### config.mk
export PLATFORM = sky130hd
export DESIGN_NAME = message_segmenter
export DESIGN_NICKNAME = d
export VERILOG_FILES = /design/src/msgseg_pkg.sv /design/src/msgseg_serdiv.sv /design/src/msgseg_emit.sv /design/src/message_segmenter.sv
export SDC_FILE = /design/constraint.sdc
export NUM_CORES = 1
export LEC_CHECK = 0
export BUFFER_PORTS_ARGS = -buffer_cell sky130_fd_sc_hd__buf_2
export CORE_ASPECT_RATIO = 1.25
export CORE_MARGIN = 3
export CORE_UTILIZATION = 53
export CTS_BUF_LIST = sky130_fd_sc_hd__clkbuf_4
export CTS_CLUSTER_SIZE = 25
export DETAILED_ROUTE_END_ITERATION = 12
export PLACE_DENSITY = 0.78
export SYNTH_ARGS = -nofsm -noshare
export SYNTH_HDL_FRONTEND = slang
export SYNTH_SLANG_ARGS = --single-unit
export TNS_END_PERCENT = 10
### constraint.sdc
create_clock -name i_clk -period 3.1 [get_ports i_clk]
set_input_delay 0.31 -clock i_clk [delete_from_list [all_inputs] [get_ports i_clk]]
set_output_delay 0.31 -clock i_clk [all_outputs]
set_load 0.005 [all_outputs]
### src/msgseg_pkg.sv
// ============================================================================
// msgseg_pkg: shared definitions of the message segmenter
// Sizing constants, field widths, the controller state type and the structs
// that pass between the controller, the serial divider and the emitter.
// ============================================================================
package msgseg_pkg;

    // Sizing of the packet format.
    localparam int MAX_PACKET_BYTES = 1024;
    localparam int HEADER_BYTES     = 8;
    localparam int MAX_PACKETS      = 64;
    localparam int CAPACITY         = MAX_PACKET_BYTES - HEADER_BYTES;

    // Fixed field widths of the ports.
    localparam int HOST_W   = 32;
    localparam int LEN_W    = 16;
    localparam int MSG_W    = 8;
    localparam int REMAIN_W = 6;
    localparam int PAY_W    = 10;
    localparam int PKT_W    = 11;

    // Derived internal widths.
    localparam int CAP_W  = $clog2(CAPACITY + 1);
    localparam int CNT_W  = $clog2(MAX_PACKETS + 1);
    localparam int LEFT_W = (MAX_PACKETS > 1) ? $clog2(MAX_PACKETS) : 1;
    localparam int NUM_W  = LEN_W + 1;
    localparam int DEN_W  = (CAP_W > CNT_W) ? CAP_W : CNT_W;
    localparam int STEP_W = $clog2(NUM_W);

    typedef enum logic [1:0] {
        ST_IDLE,
        ST_COUNT,
        ST_CHUNK,
        ST_LOAD
    } t_state;

    typedef struct packed {
        logic             start;
        logic [NUM_W-1:0] num;
        logic [DEN_W-1:0] den;
    } t_div_req;

    typedef struct packed {
        logic             done;
        logic [NUM_W-1:0] quo;
    } t_div_rsp;

    typedef struct packed {
        logic              valid;
        logic [LEN_W-1:0]  len;
        logic [CAP_W-1:0]  chunk;
        logic [LEFT_W-1:0] left;
        logic [MSG_W-1:0]  msg;
    } t_load;

endpackage

### src/msgseg_serdiv.sv
// ============================================================================
// msgseg_serdiv: bit-serial restoring divider
// Produces one quotient bit per cycle; the numerator shifts out of a shift
// register and the quotient shifts in, so only a narrow subtractor is used.
// ============================================================================
module msgseg_serdiv (
    input  logic                i_clk,
    input  logic                i_rst_n,
    input  msgseg_pkg::t_div_req i_req,
    output msgseg_pkg::t_div_rsp o_rsp
);

    logic                            r_busy;
    logic                            r_done;
    logic [msgseg_pkg::STEP_W-1:0]   r_step;
    logic [msgseg_pkg::NUM_W-1:0]    r_num;
    logic [msgseg_pkg::NUM_W-1:0]    r_quo;
    logic [msgseg_pkg::DEN_W-1:0]    r_rem;
    logic [msgseg_pkg::DEN_W-1:0]    r_den;

    logic [msgseg_pkg::DEN_W:0]      w_part;
    logic [msgseg_pkg::DEN_W:0]      w_diff;
    logic                            w_ge;
    logic [msgseg_pkg::DEN_W-1:0]    n_rem;
    logic                            w_last;

    // The partial remainder stays below twice the divisor, so one compare
    // and subtract settles each quotient bit.
    assign w_part = {r_rem, r_num[msgseg_pkg::NUM_W-1]};
    assign w_ge   = (w_part >= {1'b0, r_den});
    assign w_diff = w_part - {1'b0, r_den};
    assign n_rem  = w_ge ? w_diff[msgseg_pkg::DEN_W-1:0] : w_part[msgseg_pkg::DEN_W-1:0];
    assign w_last = (r_step == msgseg_pkg::STEP_W'(msgseg_pkg::NUM_W - 1));

    always_ff @(posedge i_clk) begin
        if (!i_rst_n) begin
            r_busy <= 1'b0;
            r_done <= 1'b0;
            r_step <= '0;
        end else begin
            r_done <= 1'b0;
            if (i_req.start) begin
                r_busy <= 1'b1;
                r_step <= '0;
            end else if (r_busy) begin
                r_step <= r_step + 1'b1;
                if (w_last) begin
                    r_busy <= 1'b0;
                    r_done <= 1'b1;
                end
            end
        end
    end

    always_ff @(posedge i_clk) begin
        if (i_req.start) begin
            r_num <= i_req.num;
            r_den <= i_req.den;
            r_rem <= '0;
            r_quo <= '0;
        end else if (r_busy) begin
            r_num <= {r_num[msgseg_pkg::NUM_W-2:0], 1'b0};
            r_rem <= n_rem;
            r_quo <= {r_quo[msgseg_pkg::NUM_W-2:0], w_ge};
        end
    end

    assign o_rsp.done = r_done;
    assign o_rsp.quo  = r_quo;

endmodule

### src/msgseg_emit.sv
// ============================================================================
// msgseg_emit: packet descriptor emitter
// Holds one message's run and presents one descriptor at a time, stepping the
// offset and the countdown on each output transfer.
// ============================================================================
module msgseg_emit (
    input  logic                                i_clk,
    input  logic                                i_rst_n,
    input  msgseg_pkg::t_load                   i_load,
    input  logic [msgseg_pkg::HOST_W-1:0]       i_host,
    output logic                                o_free,
    output logic                                o_valid,
    input  logic                                i_ready,
    output logic [msgseg_pkg::HOST_W-1:0]       o_source_host,
    output logic [msgseg_pkg::MSG_W-1:0]        o_message_number,
    output logic [msgseg_pkg::REMAIN_W-1:0]     o_packets_remaining,
    output logic                                o_first_flag,
    output logic [msgseg_pkg::LEN_W-1:0]        o_payload_offset,
    output logic [msgseg_pkg::PAY_W-1:0]        o_payload_bytes,
    output logic [msgseg_pkg::PKT_W-1:0]        o_packet_bytes,
    output logic                                o_last_packet
);

    logic                              r_valid;
    logic                              r_first;
    logic [msgseg_pkg::LEN_W-1:0]      r_len;
    logic [msgseg_pkg::LEN_W-1:0]      r_offset;
    logic [msgseg_pkg::CAP_W-1:0]      r_chunk;
    logic [msgseg_pkg::LEFT_W-1:0]     r_left;
    logic [msgseg_pkg::MSG_W-1:0]      r_msg;

    logic                              w_last;
    logic                              w_xfer;
    logic [msgseg_pkg::LEN_W-1:0]      w_pay;
    logic [msgseg_pkg::LEN_W:0]        w_pkt;

    assign w_last = (r_left == '0);
    assign w_xfer = r_valid && i_ready;
    // The final packet carries whatever the earlier ones left over.
    assign w_pay  = w_last ? (r_len - r_offset) : msgseg_pkg::LEN_W'(r_chunk);
    assign w_pkt  = {1'b0, w_pay} + (msgseg_pkg::LEN_W + 1)'(msgseg_pkg::HEADER_BYTES);
    assign o_free = !r_valid || (i_ready && w_last);

    always_ff @(posedge i_clk) begin
        if (!i_rst_n) begin
            r_valid <= 1'b0;
        end else if (i_load.valid) begin
            r_valid <= 1'b1;
        end else if (w_xfer && w_last) begin
            r_valid <= 1'b0;
        end
    end

    always_ff @(posedge i_clk) begin
        if (i_load.valid) begin
            r_len    <= i_load.len;
            r_chunk  <= i_load.chunk;
            r_left   <= i_load.left;
            r_msg    <= i_load.msg;
            r_offset <= '0;
            r_first  <= 1'b1;
        end else if (w_xfer && !w_last) begin
            r_left   <= r_left - 1'b1;
            r_offset <= r_offset + msgseg_pkg::LEN_W'(r_chunk);
            r_first  <= 1'b0;
        end
    end

    assign o_valid             = r_valid;
    assign o_source_host       = i_host;
    assign o_message_number    = r_msg;
    assign o_packets_remaining = msgseg_pkg::REMAIN_W'(r_left);
    assign o_first_flag        = r_first;
    assign o_payload_offset    = r_offset;
    assign o_payload_bytes     = w_pay[msgseg_pkg::PAY_W-1:0];
    assign o_packet_bytes      = w_pkt[msgseg_pkg::PKT_W-1:0];
    assign o_last_packet       = w_last;

endmodule

### src/message_segmenter.sv
// ============================================================================
// message_segmenter: splits a message length into packet descriptors
// Two bit-serial divisions find the packet count and the per-packet payload,
// then the emitter hands out one descriptor per output transfer.
// ============================================================================
//
//  Channel  | Handshake                  | Payload
//  ---------+----------------------------+-------------------------------------
//  config   | i_cfg_valid / o_cfg_ready  | i_cfg_host_id
//  input    | i_in_valid  / o_in_ready   | i_message_length
//  output   | o_out_valid / i_out_ready  | o_source_host .. o_last_packet
//
// After a message transfers in, the shared serial divider finds the packet count
// (one quotient bit per cycle); the controller then checks the count and
// starts the payload division, sees that division done and loads the emitter
// once it is free. The emitter then presents one descriptor per cycle while
// the sink is ready. An empty or oversized message returns the block to idle
// after the count check, ready for the next input transfer.
// The next message is taken in once the emitter holds the current run, so its
// divisions overlap the previous run's descriptors.
// Synchronous active-low reset clears the state, the message counter and
// host_id, and both ready outputs stay low while it is held; output stalls
// simply hold the current descriptor.
//
module message_segmenter (
    input  logic                                i_clk,
    input  logic                                i_rst_n,
    input  logic                                i_cfg_valid,
    output logic                                o_cfg_ready,
    input  logic [msgseg_pkg::HOST_W-1:0]       i_cfg_host_id,
    input  logic                                i_in_valid,
    output logic                                o_in_ready,
    input  logic [msgseg_pkg::LEN_W-1:0]        i_message_length,
    output logic                                o_out_valid,
    input  logic                                i_out_ready,
    output logic [msgseg_pkg::HOST_W-1:0]       o_source_host,
    output logic [msgseg_pkg::MSG_W-1:0]        o_message_number,
    output logic [msgseg_pkg::REMAIN_W-1:0]     o_packets_remaining,
    output logic                                o_first_flag,
    output logic [msgseg_pkg::LEN_W-1:0]        o_payload_offset,
    output logic [msgseg_pkg::PAY_W-1:0]        o_payload_bytes,
    output logic [msgseg_pkg::PKT_W-1:0]        o_packet_bytes,
    output logic                                o_last_packet
);

    msgseg_pkg::t_state                 r_state;
    msgseg_pkg::t_state                 n_state;
    logic [msgseg_pkg::HOST_W-1:0]      r_host_id;
    logic [msgseg_pkg::MSG_W-1:0]       r_msg_ctr;
    logic [msgseg_pkg::LEN_W-1:0]       r_len;
    logic [msgseg_pkg::CNT_W-1:0]       r_count;

    msgseg_pkg::t_div_req               w_div_req;
    msgseg_pkg::t_div_rsp               w_div_rsp;
    msgseg_pkg::t_load                  w_load;
    logic                               w_em_free;
    logic                               w_in_xfer;
    logic                               w_cnt_ok;
    logic [msgseg_pkg::CNT_W-1:0]       w_cnt;

    // Configuration is accepted whenever reset is released; the user must send
    // it only while the block idles, which the block itself does not enforce.
    assign o_cfg_ready = i_rst_n;
    assign w_in_xfer   = i_in_valid && o_in_ready;

    // A zero count (empty message) or one beyond the packet limit drops the
    // message; the message id still advances.
    assign w_cnt    = w_div_rsp.quo[msgseg_pkg::CNT_W-1:0];
    assign w_cnt_ok = (w_div_rsp.quo != '0) &&
                      (w_div_rsp.quo <= msgseg_pkg::NUM_W'(msgseg_pkg::MAX_PACKETS));

    always_ff @(posedge i_clk) begin
        if (!i_rst_n) begin
            r_state   <= msgseg_pkg::ST_IDLE;
            r_host_id <= '0;
            r_msg_ctr <= '0;
        end else begin
            r_state <= n_state;
            if (i_cfg_valid && o_cfg_ready) begin
                r_host_id <= i_cfg_host_id;
            end
            if (w_in_xfer) begin
                r_msg_ctr <= r_msg_ctr + 1'b1;
            end
        end
    end

    always_ff @(posedge i_clk) begin
        if (w_in_xfer) begin
            r_len <= i_message_length;
        end
        if (r_state == msgseg_pkg::ST_COUNT && w_div_rsp.done) begin
            r_count <= w_cnt;
        end
    end

    // Next-state logic.
    always_comb begin
        n_state = r_state;
        unique case (r_state)
            msgseg_pkg::ST_IDLE: begin
                if (w_in_xfer) begin
                    n_state = msgseg_pkg::ST_COUNT;
                end
            end
            msgseg_pkg::ST_COUNT: begin
                if (w_div_rsp.done) begin
                    n_state = w_cnt_ok ? msgseg_pkg::ST_CHUNK : msgseg_pkg::ST_IDLE;
                end
            end
            msgseg_pkg::ST_CHUNK: begin
                if (w_div_rsp.done) begin
                    n_state = msgseg_pkg::ST_LOAD;
                end
            end
            msgseg_pkg::ST_LOAD: begin
                if (w_em_free) begin
                    n_state = msgseg_pkg::ST_IDLE;
                end
            end
            default: n_state = msgseg_pkg::ST_IDLE;
        endcase
    end

    // Output logic: divider requests, the emitter load and input ready.
    always_comb begin
        o_in_ready      = 1'b0;
        w_div_req.start = 1'b0;
        w_div_req.num   = '0;
        w_div_req.den   = '0;
        w_load.valid    = 1'b0;
        w_load.len      = r_len;
        w_load.chunk    = w_div_rsp.quo[msgseg_pkg::CAP_W-1:0];
        w_load.left     = msgseg_pkg::LEFT_W'(r_count - 1'b1);
        w_load.msg      = r_msg_ctr;
        unique case (r_state)
            msgseg_pkg::ST_IDLE: begin
                // Count = ceil(length / capacity).
                o_in_ready      = i_rst_n;
                w_div_req.start = i_in_valid;
                w_div_req.num   = msgseg_pkg::NUM_W'(i_message_length) +
                                  msgseg_pkg::NUM_W'(msgseg_pkg::CAPACITY - 1);
                w_div_req.den   = msgseg_pkg::DEN_W'(msgseg_pkg::CAPACITY);
            end
            msgseg_pkg::ST_COUNT: begin
                // Payload = ceil(length / count).
                w_div_req.start = w_div_rsp.done && w_cnt_ok;
                w_div_req.num   = msgseg_pkg::NUM_W'(r_len) + msgseg_pkg::NUM_W'(w_cnt) -
                                  msgseg_pkg::NUM_W'(1);
                w_div_req.den   = msgseg_pkg::DEN_W'(w_cnt);
            end
            msgseg_pkg::ST_CHUNK: begin
            end
            msgseg_pkg::ST_LOAD: begin
                // The divider holds the payload quotient until the next start.
                w_load.valid = w_em_free;
            end
            default: begin
            end
        endcase
    end

    msgseg_serdiv u_div (
        .i_clk   (i_clk),
        .i_rst_n (i_rst_n),
        .i_req   (w_div_req),
        .o_rsp   (w_div_rsp)
    );

    msgseg_emit u_emit (
        .i_clk               (i_clk),
        .i_rst_n             (i_rst_n),
        .i_load              (w_load),
        .i_host              (r_host_id),
        .o_free              (w_em_free),
        .o_valid             (o_out_valid),
        .i_ready             (i_out_ready),
        .o_source_host       (o_source_host),
        .o_message_number    (o_message_number),
        .o_packets_remaining (o_packets_remaining),
        .o_first_flag        (o_first_flag),
        .o_payload_offset    (o_payload_offset),
        .o_payload_bytes     (o_payload_bytes),
        .o_packet_bytes      (o_packet_bytes),
        .o_last_packet       (o_last_packet)
    );

endmodule

# [Yosys cells after proc, flatten, opt, wreduce, memory -nomap -nowiden]
# Index checks and enable logic that the tools add are counted.
[totals] ff_bits=178 inputBits=53 output_inout_bits=88
[classes] add_sub_neg=11 order_cmp=2 eq_ne=8 muxes=21 n_bitwise=2 reduce_logical=21
[op_table] op="one-hot mux 28 bit (2 select lines)" count=1
[op_table] op="2-to-1 mux 17 bit" count=2
[op_table] op="adder 16 x 10 -> 17 bit (second input constant)" count=1
[op_table] op="adder 16 x 7 -> 17 bit" count=1
[op_table] op="less-or-equal comparator 17 x 7 -> 1 bit (second input constant)" count=1
[op_table] op="nonzero test 17 bit" count=1
[op_table] op="subtractor 17 x 1 -> 17 bit (second input constant)" count=1
[op_table] op="adder 16 x 10 -> 16 bit" count=1
[op_table] op="2-to-1 mux 6 bit" count=2
[op_table] op="subtractor 6 x 1 -> 6 bit (second input constant)" count=2
[op_table] op="adder 11 x 4 -> 11 bit (second input constant)" count=1
[op_table] op="greater-or-equal comparator 11 x 10 -> 1 bit" count=1
[op_table] op="2-to-1 mux 11 bit" count=1
[op_table] op="subtractor 11 bit" count=1
[op_table] op="2-to-1 mux 10 bit" count=1
[op_table] op="2-to-1 mux 2 bit" count=5
[op_table] op="subtractor 10 bit" count=1
[op_table] op="logical AND 1 bit" count=9
[op_table] op="adder 8 x 1 -> 8 bit (second input constant)" count=1
[op_table] op="2-to-1 mux 1 bit" count=8
[op_table] op="one-hot mux 2 bit (4 select lines)" count=1
[op_table] op="logical NOT 6 bit" count=1
[op_table] op="nonzero test 2 bit" count=3
[op_table] op="adder 5 x 1 -> 5 bit (second input constant)" count=1
[op_table] op="other kinds (12)" count=17

# [Longest topological paths before layout]
[logic_depth] depth_word=5 ltp_mapped=13

# [Modules after synthesis]
# From an unflattened synthesis, not the netlist that was laid out.
[unflattened] cells_unflattened=1008 area_unflattened_um2=10099.7
[by_module_without_submodules] mod="message_segmenter" n_inst=1 cells_per_inst=405 area_per_inst_um2=3826.2 seq_area_each_um2=1501.4
[by_module_without_submodules] mod="msgseg_emit" n_inst=1 cells_per_inst=344 area_per_inst_um2=3318.2 seq_area_each_um2=1411.4
[by_module_without_submodules] mod="msgseg_serdiv" n_inst=1 cells_per_inst=259 area_per_inst_um2=2955.3 seq_area_each_um2=1491.4

# [Worst setup path before layout]
# OpenSTA, ideal clock, no wires.
[synth_path] path_kind="reg2reg" from="register u_emit.r_left (netlist bit u_emit.o_packets_remaining[1])" to="register u_emit.r_left (netlist bit u_emit.o_packets_remaining[4]), data pin" arrival_ns=3.085 t_required_ns=2.837 path_slack_ns=-0.248 stages_incl_launch_ff=11 n_path_buf=1 synth_period_minus_slack_ns=3.348 cell_sequence="edfxtp_1 -> nor3_1 -> nand3_1 -> nand2_1 -> nand3_1 -> inv_2 -> buf_1 -> mux2i_1 -> ha_1 -> o21ai_0 -> xor2_1"
[synth_rtl] item="from (decl)" line_no="msgseg_emit.sv:29" rtl="logic [msgseg_pkg::LEFT_W-1:0] r_left;"
[synth_rtl] item="from (signal assigned)" line_no="msgseg_emit.sv:58" rtl="r_left <= i_load.left;"
[synth_rtl] item="from (signal assigned)" line_no="msgseg_emit.sv:63" rtl="r_left <= r_left - 1'b1;"

# [Worst setup path after layout]
[layout_path] from="register u_emit.r_offset (netlist bit u_emit.o_payload_offset[5])" to="output port o_packet_bytes[10] (netlist name)"
[layout_between] elab_chain_cells=3
[layout_rtl] item="from (decl)" line_no="msgseg_emit.sv:27" rtl="logic [msgseg_pkg::LEN_W-1:0] r_offset;"
[layout_rtl] item="from (signal assigned)" line_no="msgseg_emit.sv:64" rtl="r_offset <= r_offset + msgseg_pkg::LEN_W'(r_chunk);"
[layout_rtl] item="subtractor 11 bit" line_no="msgseg_emit.sv:40" rtl="assign w_pay = w_last ? (r_len - r_offset) : msgseg_pkg::LEN_W'(r_chunk);"
[layout_rtl] item="2-to-1 mux 11 bit" line_no="msgseg_emit.sv:40"
[layout_rtl] item="adder 11 x 4 -> 11 bit" line_no="msgseg_emit.sv:41" rtl="assign w_pkt = {1'b0, w_pay} + (msgseg_pkg::LEN_W + 1)'(msgseg_pkg::HEADER_BYTES);"
[layout_rtl] item="to (decl)" line_no="message_segmenter.sv:42" rtl="output logic [msgseg_pkg::PKT_W-1:0] o_packet_bytes,"
# No other way between the ends.

==> impl_results.md <==
* Reg2reg end: u_div.r_num[13]$_DFFE_PP_
* Total Wirelength at 22.0 mm
* Fraction of registers with async set/reset at 0
* Clk_skew at 0.0227 ns
* Sequential power share at 0.509
* Largest family of logic cells by synthesized area: simple AND/OR/NAND/NOR gates
* Post-Synthesis Cells at 967
* Kind of end point of the critical path: output pin
* Mapped Area at 9570 um2
* Failing checks: negative setup slack
* Worst hold start: i_message_length[4]
* Initial antenna violation count at 0
* Final setup margin at -0.493 ns
* Max-slew violations at 0
* Die area at 19700 um2
* Register area share after synthesis at 0.454
* I/O pin count at 141
* Leak Pwr at 0.00495 uW
* Fmax at 0.278 GHz
* Synth Register Bits at 176
* Share of the synthesized area in the top cell type at 0.257
* Final HPWL DP at 15.5 mm
* Grt ovf at 0
* Vias in the first global route at 7555
* Worst Tran Pin Value at 0.922 ns
* Ys Warns at 0
* RR Startpoint: r_len[1]$_DFFE_PP_
* Die X at 126 um
* Top post-synthesis cells by area: edfxtp_1 (26%), dfxtp_1 (20%), ha_1 (7.6%), mux2i_1 (7.1%), inv_1 (3.1%)
* Switching power at 1580 uW
* Worst path slowest cell: or3b_2
* Nets at 1276
* Crit path buf inv count at 2
* Drt pass-1 iters at 5
* Clk_lat worst skew at 0.58 ns
* Htree depth at 4
* Internal power at 3640 uW
* DRC Markers at 0
* Syn avg cell area at 9.89 um2
* Fill count at 1394
* Worst min-delay path class: primary input to flip-flop
* Setup violations, final at 8
* Pre-CTS WS at -0.0691 ns
* RSZ-0062 raised after global routing: true
* Worst IR Drop VDD at 0.372 mV
* Clk pwr share at 0.257
* Final Critical Period at 3.59 ns
* Power Dens Cells at 457 nW/um2
* CP delay by family, top: simple AND/OR/NAND/NOR gates
* Share of cells above drive strength 1 at 0.195
* Row count at 54
* Reg2Reg Setup Slack at 0.28 ns
* Worst relative slew slack at 0.385
* Yosys top cell by area: edfxtp_1
* Diodes inserted at 0
* Syn-to-layout area delta at 19.3%
* Setup CP Type: flip-flop to output pin
* DP Area at 10600 um2
* Switching Fraction at 0.302
* DRT iter0 DRCs at 462
* Post-synth EDFFs at 82
* Post-Synth Simple-Gate Area at 0.159
* Die H at 156 um
* WP data required at 2.79 ns
* DRT antenna net count at 0
* Final Cycle Share at 1.16
* Vias/cell at 5.54
* Final core utilization at 0.650
* Comb power frac at 0.234
* Clock Sinks at 176
* Post-synth cell types at 70
* Outcome: finished, violations left
* R2R depth at 13
* TritonCTS clock tree: yes
* Core area at 17600 um2
* XOR/XNOR Fraction of Synth Area at 0.0531
* Clock transition at the registers of the reported paths at 0.16 ns
* Total Routing Usage GR at 0.226
* Hold Violations, Final at 0
* Synth Area in Compound Gates at 0.126
* Global-route wire length before repair at 36.2 mm
* Multiplexer share of the synthesized area at 0.0723
* Maximum clock insertion buffer count at 2
* Max-cap viol count at 0
* Critical Path Max Stage Delay at 0.46 ns
* Crit start category: flip-flop
* Maximum fanout along the worst path at 6
* Hold Path End: r_len[4]$_DFFE_PP_
* Adder-cell share of the synthesized area at 0.0842
* Wire per inst at 15.7 um
* GPL Wtd Cong at 0.876
* DR vias at 7743
* Total CTS buffers at 17
* Final Instance Area at 11400 um2
* Min-Delay Path Depth at 1
* Pin count of the biggest net entering global routing at 48
* Worst Path Arrival at 3.28 ns
* Synthesized net count at 1082
* Primary FF master, synth: dfxtp_1
* Fin Setup TNS at -1.98 ns
* Crit path cell chain: inv_1 -> ha_1 -> or3b_2 -> o221ai_1 -> a211oi_1 -> o41a_1 -> or2_1 -> nor4b_2 -> xnor2_1 -> buf_2
* Initial Util at 0.545
* Input/output buffers at 140
* Clock root buffer: clkbuf_4
-- synth_stat cells (12+ instances only) --
| cell | number |
|---|---|
| nand2_1 | 67 |
| edfxtp_1 | 82 |
| inv_1 | 80 |
| xnor2_1 | 32 |
| mux2i_1 | 68 |
| nor2b_1 | 40 |
| clkbuf_1 | 26 |
| a211oi_1 | 12 |
| xor2_1 | 26 |
| a21oi_1 | 50 |
| nor2_1 | 65 |
| nand4_1 | 12 |
| and2_1 | 17 |
| o21ai_0 | 43 |
| nor3_1 | 20 |
| dfxtp_1 | 94 |
| nand3_1 | 20 |
| ha_1 | 58 |
| a21o_1 | 13 |
-- through the flow --
stage / instances / hold slack, ns / power, uW
after global routing: 1398 / 0.00521 / 5520
final: 1398 / 0.0658 / 5220
after detailed placement: 1318 / 0.446 / 3850
after CTS: 1398 / 0.0106 / 5240
after floorplan: 967 / 0.409 / 3530
after global placement: 1318 / 0.433 / 3820
-- cell usage in the layout, fill, tap and decap left out, drive strengths merged, types with 13 or more instances in the layout --
master       synthesis  routed
a211oi              13      13
a21o                13      13
a21oi               50      50
and2                18      18
buf                 14     168
clkbuf              26      18
dfxtp               94      94
dlygate4sd3          0      47
edfxtp              82      82
ha                  58      58
inv                 82      90
mux2i               68      68
nand2               67      67
nand3               20      20
nand4               13      13
nor2                65      65
nor2b               40      40
nor3                21      21
o21ai               43      43
xnor2               32      32
xor2                26      26
-- timing repair --
| action | 4_1_cts | 5_1_grt |
|---|---|---|
| hold buffers | 47 | 0 |
| setup buffers | 1 | 0 |
| pin swaps | 9 | 2 |
| setup endpoints to repair | 10 | 15 |
| resized for setup | 10 | 6 |
| endpoints found under the hold margin | 47 | 0 |
| cloned | 0 | 0 |
-- power by group through the flow --
| stage | Combinational (uW) | Clock [uW] | Sequential, uW |
|---|---|---|---|
| 6_report | 1220 | 1340 | 2660 |
| 5_1_grt | 1370 | 1480 | 2670 |
| 4_1_cts | 1210 | 1380 | 2650 |
| 3_5_place_dp | 1150 | 0 | 2700 |
| 3_3_place_gp | 1130 | 0 | 2700 |
| 2_1_floorplan | 833 | 0 | 2700 |
-- cell type report --
class	instances	area [um2]	area share
Clock buffer	18	135	0.0118
Clock inverter	14	150	0.0132
Inverter	84	315	0.0276
Multi-Input combinational cell	667	4790	0.420
Sequential cell	176	4350	0.381
Tap cell	224	280	0.0246
Timing Repair Buffer	215	1390	0.122
-- layer usage --
layer,global-route usage,wire (um)
met1,0.277,9490
met2,0.392,10700
met3,0.0553,1310
met4,0.0751,503
met5,0,0
-- logic make-up (layout without fill, tap and decap cells) --
group	Yosys count	after routing
buffers and inverters	124	331
AO/OA/AOI/OAI	184	184
multiplexers	69	69
adder cells (fa/ha/maj)	62	62
XOR/XNOR	58	58
AND/OR/NAND/NOR	294	294
flip-flops	176	176
-- worst register-to-register path: stages (launching register included) --
cell and delay [ns]:
edfxtp_1 0.42, inv_1 0.08, ha_1 0.22, inv_1 0.06, ha_1 0.15, inv_1 0.05, fa_1 0.40, nor2b_1 0.13
o21a_1 0.14, o21ai_1 0.12, a21oi_1 0.33, o22a_1 0.19, xor2_1 0.08, o221a_2 0.25
-- sequential cells by signal, summed over array words and instances (netlist names), 5 cells and up, named ones only --
| signal | flops |
|---|---|
| u_div.r_den | 8 |
| u_div.r_step | 5 |
| u_emit.r_len | 11 |
| u_emit.r_chunk | 10 |
| u_emit.o_payload_offset | 16 |
| r_host_id | 32 |
| u_emit.o_packets_remaining | 6 |
| u_emit.o_message_number | 8 |
| r_msg_ctr | 8 |
| r_len | 16 |
| u_div.r_quo | 17 |
| u_div.r_num | 17 |
| r_count | 6 |
| u_div.r_rem | 10 |
-- worst max path at each step --
stage                                                        from                  to  slack (ns)  depth (start not counted)
after global placement                  u_emit.r_len[0]$_DFFE_PN_  o_packet_bytes[10]       -0.06                         12
after global routing                    u_emit.r_len[0]$_DFFE_PN_  o_packet_bytes[10]       -0.72                         12
final                     u_emit.o_payload_offset[5]$_SDFFE_PN0P_  o_packet_bytes[10]       -0.49                         10
after CTS                               u_emit.r_len[0]$_DFFE_PN_  o_packet_bytes[10]       -0.56                         12
after floorplan           u_emit.o_payload_offset[0]$_SDFFE_PN0P_  o_packet_bytes[10]        0.11                         10
after detailed placement                u_emit.r_len[0]$_DFFE_PN_  o_packet_bytes[10]       -0.07                         12
Note: power is estimated with default switching activity, not from simulation.
